`config.mk`:
```
export PLATFORM = sky130hd
export DESIGN_NAME = i2c_master_byte_engine
export DESIGN_NICKNAME = d
export VERILOG_FILES = /design/src/hw/rtl/i2cm_pkg.sv /design/src/hw/rtl/i2c_master_byte_engine.sv
export SDC_FILE = /design/constraint.sdc
export NUM_CORES = 1
export LEC_CHECK = 0
export BUFFER_PORTS_ARGS = -buffer_cell sky130_fd_sc_hd__clkbuf_2
export CAP_MARGIN = 20
export CORE_MARGIN = 3
export CORE_UTILIZATION = 40
export DETAILED_ROUTE_END_ITERATION = 10
export SLEW_MARGIN = 40
export SYNTH_ARGS = -nofsm -noshare
export SYNTH_HDL_FRONTEND = slang
export SYNTH_SLANG_ARGS = --single-unit
export TNS_END_PERCENT = 5
```
`constraint.sdc`:
```
create_clock -name clock -period 4.53 [get_ports clock]
set_input_delay 0.2265 -clock clock [delete_from_list [all_inputs] [get_ports clock]]
set_output_delay 0.2265 -clock clock [all_outputs]
set_load 0.05 [all_outputs]
```
`src/hw/rtl/i2cm_pkg.sv`:
```
`timescale 1ns / 1ps

package i2cm_pkg;

   // Command codes carried on the request channel.
   localparam logic [2:0] CMD_TICK  = 3'd0;
   localparam logic [2:0] CMD_START = 3'd1;
   localparam logic [2:0] CMD_STOP  = 3'd2;
   localparam logic [2:0] CMD_WRITE = 3'd3;
   localparam logic [2:0] CMD_READ  = 3'd4;

   // Data bits per byte transfer and the width of the bit counter.
   localparam int unsigned DATA_BITS   = 8;
   localparam int unsigned BIT_COUNT_W = $clog2(DATA_BITS + 1);

   // Bus phase counter: four phases per start or stop, three per data bit.
   localparam int unsigned PHASE_W = 2;

endpackage

```
`src/hw/rtl/i2c_master_byte_engine.sv`:
```
`timescale 1ns / 1ps

// Single-master I2C bit engine. While idle, a request transaction loads a
// command (start, stop, write byte, read byte with ACK or NAK answer); each
// later request transaction acts as a tick that moves the bus one phase and
// returns, in one response transaction, the SCL level, the SDA level and
// drive enable, busy and done flags, the last read byte and the last write
// acknowledge. A command that arrives while busy is treated as a tick. The
// block takes one request every clock cycle unless the response channel
// stalls; each request passes from the input register through the phase
// logic into the state and response registers, which drive the response
// channel. The phase update loops from the state registers through the phase
// logic back into them. Reset drives SCL and SDA high with SDA driven.
module i2c_master_byte_engine (
   input  logic       clock,
   input  logic       reset,
   input  logic       req_valid,
   output logic       req_ready,
   input  logic [2:0] req_cmd,
   input  logic [7:0] req_write_byte,
   input  logic       req_send_nak,
   input  logic       req_sda_sample,
   output logic       rsp_valid,
   input  logic       rsp_ready,
   output logic       rsp_scl_level,
   output logic       rsp_sda_level,
   output logic       rsp_sda_drive,
   output logic       rsp_busy_res,
   output logic       rsp_done_res,
   output logic [7:0] rsp_read_byte,
   output logic       rsp_nack
);

   localparam int unsigned BCW = i2cm_pkg::BIT_COUNT_W;
   localparam int unsigned PHW = i2cm_pkg::PHASE_W;
   localparam logic [BCW-1:0] LAST_BIT_COUNT = BCW'(i2cm_pkg::DATA_BITS);

   typedef enum logic [2:0] {
      OP_IDLE  = 3'd0,
      OP_START = 3'd1,
      OP_STOP  = 3'd2,
      OP_WRITE = 3'd3,
      OP_READ  = 3'd4
   } op_type;

   // Input register.
   logic       in_valid_ff;
   logic [2:0] in_cmd_ff;
   logic [7:0] in_byte_ff;
   logic       in_nak_ff;
   logic       in_sample_ff;

   // Engine state; the line levels double as response registers.
   op_type           op_ff, op_in;
   logic [BCW-1:0]   bit_count_ff, bit_count_in;
   logic [PHW-1:0]   phase_ff, phase_in;
   logic [7:0]       shifter_ff, shifter_in;
   logic             nak_req_ff, nak_req_in;
   logic             ack_ff, ack_in;
   logic             scl_ff, scl_in;
   logic             sda_ff, sda_in;
   logic             sda_oe_ff, sda_oe_in;
   logic [7:0]       read_result_ff, read_result_in;
   logic             done_ff, done_in;
   logic             rsp_valid_ff;

   logic             advance;
   logic             data_bit;

   // The input register moves into the engine when the response slot frees up.
   assign advance   = in_valid_ff && (!rsp_valid_ff || rsp_ready);
   assign req_ready = !in_valid_ff || advance;
   assign data_bit  = (bit_count_ff < LAST_BIT_COUNT);

   // One bus phase per transaction while a command runs; while idle, a transaction may load a command.
   always_comb begin
      op_in          = op_ff;
      bit_count_in   = bit_count_ff;
      phase_in       = phase_ff + PHW'(1);
      shifter_in     = shifter_ff;
      nak_req_in     = nak_req_ff;
      ack_in         = ack_ff;
      scl_in         = scl_ff;
      sda_in         = sda_ff;
      sda_oe_in      = sda_oe_ff;
      read_result_in = read_result_ff;
      done_in        = 1'b0;

      unique case (op_ff)
         OP_IDLE: begin
            phase_in = phase_ff;
            if (in_cmd_ff >= i2cm_pkg::CMD_START && in_cmd_ff <= i2cm_pkg::CMD_READ) begin
               op_in        = op_type'(in_cmd_ff);
               bit_count_in = '0;
               phase_in     = '0;
               if (in_cmd_ff == i2cm_pkg::CMD_WRITE) begin
                  shifter_in = in_byte_ff;
               end
               if (in_cmd_ff == i2cm_pkg::CMD_READ) begin
                  shifter_in = '0;
                  nak_req_in = in_nak_ff;
               end
            end
         end
         OP_START: begin
            case (phase_ff)
               2'd0: begin
                  scl_in    = 1'b0;
                  sda_in    = 1'b1;
                  sda_oe_in = 1'b1;
               end
               2'd1: scl_in = 1'b1;
               2'd2: sda_in = 1'b0;
               default: begin
                  scl_in  = 1'b0;
                  done_in = 1'b1;
               end
            endcase
         end
         OP_STOP: begin
            case (phase_ff)
               2'd0: scl_in = 1'b0;
               2'd1: begin
                  sda_in    = 1'b0;
                  sda_oe_in = 1'b1;
               end
               2'd2: scl_in = 1'b1;
               default: begin
                  sda_in  = 1'b1;
                  done_in = 1'b1;
               end
            endcase
         end
         OP_WRITE: begin
            if (data_bit) begin
               case (phase_ff)
                  2'd0: begin
                     sda_oe_in = 1'b1;
                     sda_in    = shifter_ff[7];
                  end
                  2'd1: scl_in = 1'b1;
                  default: begin
                     scl_in       = 1'b0;
                     shifter_in   = {shifter_ff[6:0], 1'b0};
                     bit_count_in = bit_count_ff + BCW'(1);
                     phase_in     = '0;
                  end
               endcase
            end else begin
               // Acknowledge slot: release SDA and sample the target's answer.
               case (phase_ff)
                  2'd0: begin
                     sda_in    = 1'b1;
                     sda_oe_in = 1'b0;
                  end
                  2'd1: begin
                     scl_in = 1'b1;
                     ack_in = in_sample_ff;
                  end
                  default: begin
                     scl_in  = 1'b0;
                     done_in = 1'b1;
                  end
               endcase
            end
         end
         OP_READ: begin
            if (data_bit) begin
               case (phase_ff)
                  2'd0: begin
                     sda_in    = 1'b1;
                     sda_oe_in = 1'b0;
                  end
                  2'd1: begin
                     scl_in     = 1'b1;
                     shifter_in = {shifter_ff[6:0], in_sample_ff};
                  end
                  default: begin
                     scl_in       = 1'b0;
                     bit_count_in = bit_count_ff + BCW'(1);
                     phase_in     = '0;
                  end
               endcase
            end else begin
               // Answer slot: drive ACK or NAK, then hand over the byte.
               case (phase_ff)
                  2'd0: begin
                     sda_oe_in = 1'b1;
                     sda_in    = nak_req_ff;
                  end
                  2'd1: scl_in = 1'b1;
                  default: begin
                     scl_in         = 1'b0;
                     sda_in         = 1'b1;
                     read_result_in = shifter_ff;
                     done_in        = 1'b1;
                  end
               endcase
            end
         end
         default: done_in = 1'b1;
      endcase

      if (done_in) begin
         op_in        = OP_IDLE;
         bit_count_in = '0;
         phase_in     = '0;
      end
   end

   // Input register: payload needs no reset.
   always_ff @(posedge clock) begin
      if (reset) begin
         in_valid_ff <= 1'b0;
      end else if (req_ready) begin
         in_valid_ff <= req_valid;
      end
      if (req_valid && req_ready) begin
         in_cmd_ff    <= req_cmd;
         in_byte_ff   <= req_write_byte;
         in_nak_ff    <= req_send_nak;
         in_sample_ff <= req_sda_sample;
      end
   end

   // Engine state and response registers.
   always_ff @(posedge clock) begin
      if (reset) begin
         op_ff          <= OP_IDLE;
         bit_count_ff   <= '0;
         phase_ff       <= '0;
         shifter_ff     <= '0;
         nak_req_ff     <= 1'b0;
         ack_ff         <= 1'b0;
         scl_ff         <= 1'b1;
         sda_ff         <= 1'b1;
         sda_oe_ff      <= 1'b1;
         read_result_ff <= '0;
         done_ff        <= 1'b0;
         rsp_valid_ff   <= 1'b0;
      end else begin
         if (advance) begin
            op_ff          <= op_in;
            bit_count_ff   <= bit_count_in;
            phase_ff       <= phase_in;
            shifter_ff     <= shifter_in;
            nak_req_ff     <= nak_req_in;
            ack_ff         <= ack_in;
            scl_ff         <= scl_in;
            sda_ff         <= sda_in;
            sda_oe_ff      <= sda_oe_in;
            read_result_ff <= read_result_in;
            done_ff        <= done_in;
            rsp_valid_ff   <= 1'b1;
         end else if (rsp_ready) begin
            rsp_valid_ff <= 1'b0;
         end
      end
   end

   assign rsp_valid     = rsp_valid_ff;
   assign rsp_scl_level = scl_ff;
   assign rsp_sda_level = sda_ff;
   assign rsp_sda_drive = sda_oe_ff;
   assign rsp_busy_res  = (op_ff != OP_IDLE);
   assign rsp_done_res  = done_ff;
   assign rsp_read_byte = read_result_ff;
   assign rsp_nack      = ack_ff;

endmodule

```
* Word level (Yosys, flattened, before mapping) *
Cells that the tools add are included.

storage, ports and cells
  register bits after elaboration = 46
  input port bits = 17
  output and inout bits = 16
  logic and storage cells = 126

operators by class
  add/subtract/negate cells = 2
  order comparisons = 3
  equality and inequality tests = 25
  multiplexer cells = 45
  bitwise operators = 2
  reductions and logical operators = 32

operators with widths
  cell                   count
  $mux W8                7
  $pmux W8 S3            1
  $ne A2 B2 Y1 const B   9
  $ne A3 B3 Y1 const B   6
  $mux W4                4
  $mux W1                14
  $pmux W1 S2            6
  $reduce_and A4 Y1      3
  $reduce_bool A3 Y1     4
  $reduce_and A5 Y1      2
  $eq A3 B2 Y1 const B   3
  $mux W3                3
  $mux W2                4
  $pmux W1 S4            2
  $pmux W4 S2            1
  $reduce_and A8 Y1      1
  $reduce_or A2 Y1       4
  $eq A3 B3 Y1 const B   2
  $pmux W1 S3            2
  $reduce_and A3 Y1      2
  $reduce_and A6 Y1      1
  $reduce_bool A2 Y1     3
  $add A4 B1 Y4 const B  1
  $lt A4 B4 Y1 const B   1
  18 further kinds       23

* Longest topological paths before layout *
  word-level depth = 7
  mapped depth = 8
  mapped depth without buffers = 7

* Worst setup path after synthesis *
OpenSTA, ideal clock, no wires.

  kind = reg-to-reg
  from = reg phase_ff[0]
  to = reg read_result_ff[7], in the netlist rsp_read_byte[7]
  library setup time = 0.129 ns
  arrival = 1.894 ns
  required time = 4.401 ns
  slack = 2.507 ns
  cell stages (with the launch flop) = 8
  buffers on the path = 1
  clock period less this slack = 2.023 ns
  cells stage by stage = dfxtp_1 -> inv_1 -> ha_1 -> clkbuf_1 -> nor3b_1 -> nand3_1 -> mux2i_1 -> nor2_1

on the way
  cells in the longest elaborated chain, start to end = 4
  elaborated cells on any way between the ends = 5
  classes of those cells = eq/ne: 1; bitwise: 1; reduce/logical: 3

ends and longest elaborated chain
  element                                           RTL line                       text
  start: declaration                                i2c_master_byte_engine.sv:56   logic [PHW-1:0] phase_ff, phase_in;
  start signal: assignment                          i2c_master_byte_engine.sv:245  phase_ff <= phase_in;
  $eq A2 B1 Y1 or $logic_not A2 Y1 (tied branches)  i2c_master_byte_engine.sv:186  case (phase_ff)
  $reduce_or A2 Y1 (no source line) *               n/a
  $not A1 Y1 (no source line) *                     n/a
  $reduce_and A4 Y1 (no source line) *              n/a
  end signal: assignment                            i2c_master_byte_engine.sv:252  read_result_ff <= read_result_in;
  end: declaration                                  i2c_master_byte_engine.sv:63   logic [7:0] read_result_ff, read_result_in;

Mark *: on every way between the ends. The rest lies on a longest branch, timed or not.
A chain may end at the register's enable or synchronous reset.

* Worst setup path after layout *
  from = reg phase_ff[0]
  to = reg read_result_ff[4], in the netlist rsp_read_byte[4]

The elaborated chain is that of the path after synthesis.

==> metrics.txt <==
Mapped Nets=276; Num CTS Buffers=5; slowest stage delay, CP=0.51 ns; max-slew violations=0; total congestion overflow=0; pre-CTS WS=2.105 ns; post_cts resized=0; Synth top area share=27.94%; Reg clk slew, reported paths=0.09 ns; Finished Core Util=47.01%; die area=6871 um2; Worst Path Max Fanout=13; post-route cell area=2636 um2; antenna violations before repair=0; final hold vios=0; worst-skew pair later-pin latency=0.30 ns; critical path buffer and inverter count=1; H-tree depth=2; overall power=0.7941 mW; gpl congestion=0.7516; placed inst area=2542 um2; Worst IR Drop VDD=180.1 uV; Worst Max-Slew Pin Slew=0.7328 ns; initial core utilization=42.17%; M2 GR Usage=21.94%; post-synth cell types=53; DR WL/cell=14.24 um; crit path launch type=flop; WL final=4971 um; Routed Antenna Nets=0; Synth top cells by count=33 x dfxtp_1, 28 x nor2_1, 23 x nand2_1, 14 x clkbuf_1, 14 x o21ai_0; First-pass DRT Iterations=4; share of cells above drive strength 1=17.69%; fmax=421.1 MHz; cell family with most CP delay=simple AND/OR/NAND/NOR gates; Top FF cell, synth=dfxtp_1; area grow syn2layout=11.48%; fill cell count=564; Layout Nets=300; slowest CP cell=nand3_1; #FFs+latches synth=46; CTS Sinks=46; GR Util met1=21.73%; first-pass GRT wire length=8556 um; vias in the first global route=1777; PwrDens=301.2 nW/um2; cell area after synthesis=2365 um2; Worst EP required=4.71 ns; crit path DAT=2.55 ns; Seq/Total Area, Yosys=44.44%; pin count of the biggest net entering global routing=26; final worst-path cycle share=52.43%; minimum clock period=2.375 ns; Mapped Cells=252; I/O pin count=33; Post-synth EDFFs=13; num rows=27; Longest Clk Path Bufs=2; max cap viols=0; Post-synth ARST share=0%; Final Skew=0.004423 ns; top-count cell post-synth=dfxtp_1; layer with the highest usage=met2; Die X=82.89 um; RSZ-0062 raised after global routing=false; Synth area leaders=dfxtp_1 28%, edfxtp_1 17%, mux2i_1 5.1%; GR Util All Layers=15.18%; CP Cell Sequence=inv_1 > ha_1 > nor3b_1 > nand3_1 > mux2i_1 > nor2_1; critical path type=reg2reg; Worst Hold Margin=0.09261 ns; CP Capture Type=flop; HP Class=in2reg; vias=1873; Setup Viol. Count Final=0; cell leakage power=1.179 nW; Fin Setup TNS=0 ns; CTS tree=done; Finished Layout Cells=349; Mean Syn Cell Area=9.384 um2; PnR worst setup slack=2.155 ns; DR vias/cell=5.367; antenna fix cells=0; core footprint=5608 um2; outcome=completed; met3 Usage GRT=4.167%; CTS root buf=clkbuf_8; synth warn=0; Worst slew margin=51.08%; # DRC=0; DIE HEIGHT=82.89 um; Initial DRC Count=147; DP HPWL=3570 um; placed cells=340; Yosys top cell by area=dfxtp_1; hold buffer count at CTS=0; # port buffers=32; postcts setup bufs=0
-- routing by layer --
| layer | part of all wire (%) | vias up |
|---|---|---|
| met1 | 50 | 862 |
| met4 | 1.4 | 0 |
| met3 | 4.5 | 8 |
| met5 | 0 | - |
| met2 | 44 | 41 |
| li1 | - | 962 |
-- worst reg2reg max path, cell delays in order (launching register included) --
cell and delay (ns):
dfxtp_1 0.40, inv_1 0.12, ha_1 0.38, nor3b_1 0.46, nand3_1 0.51, mux2i_1 0.32
nor2_1 0.05
-- path summary, 6_finish.rpt --
kind | startpoint | to | slack, ns | depth (start not counted)
worst max register to register | phase_ff[0] | rsp_read_byte[4] | 2.16 | 6
worst min-delay path | req_cmd[2] | in_cmd_ff[2] | 0.09 | 1
worst min register to register | rsp_done_res | rsp_done_res | 0.48 | 2
worst max-delay path | phase_ff[0] | rsp_read_byte[4] | 2.16 | 6
-- layout by cell type (no fill, tap or decap), types with 4 or more instances in the layout --
cell / synthesis / final
mux2i_1: 12 / 12
nor2_1: 28 / 28
clkbuf_8: 0 / 5
inv_1: 7 / 7
a21oi_1: 12 / 12
clkbuf_2: 0 / 32
o211ai_1: 10 / 10
dfxtp_1: 33 / 33
nand2b_1: 4 / 4
nand2_1: 23 / 23
nor3_1: 5 / 5
ha_1: 7 / 7
nand3_1: 8 / 8
o211a_1: 8 / 8
edfxtp_1: 13 / 13
o21ai_0: 14 / 14
nor2b_1: 8 / 8
-- where the power goes --
part / internal (mW) / switching [mW] / total, mW
combinational: 0.0352 / 0.0574 / 0.0926
sequential: 0.438 / 0.0152 / 0.453
clock: 0.109 / 0.139 / 0.248
-- final cells by class --
type	instances	area, um2	share of cell area [%]
clock inverter	2	13.76	0.5221
sequential	46	1051	39.87
multi-input combinational	182	1207	45.80
inverter	7	26.28	0.9967
timing repair buffer	34	175.2	6.645
clock buffer	6	72.57	2.753
tap	72	90.09	3.417
-- state kept, by name, indices dropped and copies added, names as in the netlist --
signal,count
in_byte_ff,8
rsp_valid,1
bit_count_ff,4
rsp_sda_level,1
rsp_sda_drive,1
in_cmd_ff,3
in_sample_ff,1
rsp_nack,1
rsp_read_byte,8
in_valid_ff,1
nak_req_ff,1
phase_ff,2
in_nak_ff,1
shifter_ff,8
rsp_done_res,1
rsp_scl_level,1
op_ff,3
-- kinds of logic after synthesis --
family	Yosys count	synth area share (%)
mux	12	5.080
simple gates	96	21.43
buf+inv	24	4.497
compound gates	64	19.63
xor+xnor	1	0.3704
flops	46	44.44
fa+ha+maj	9	4.550
(Power assumes the default switching activity.)
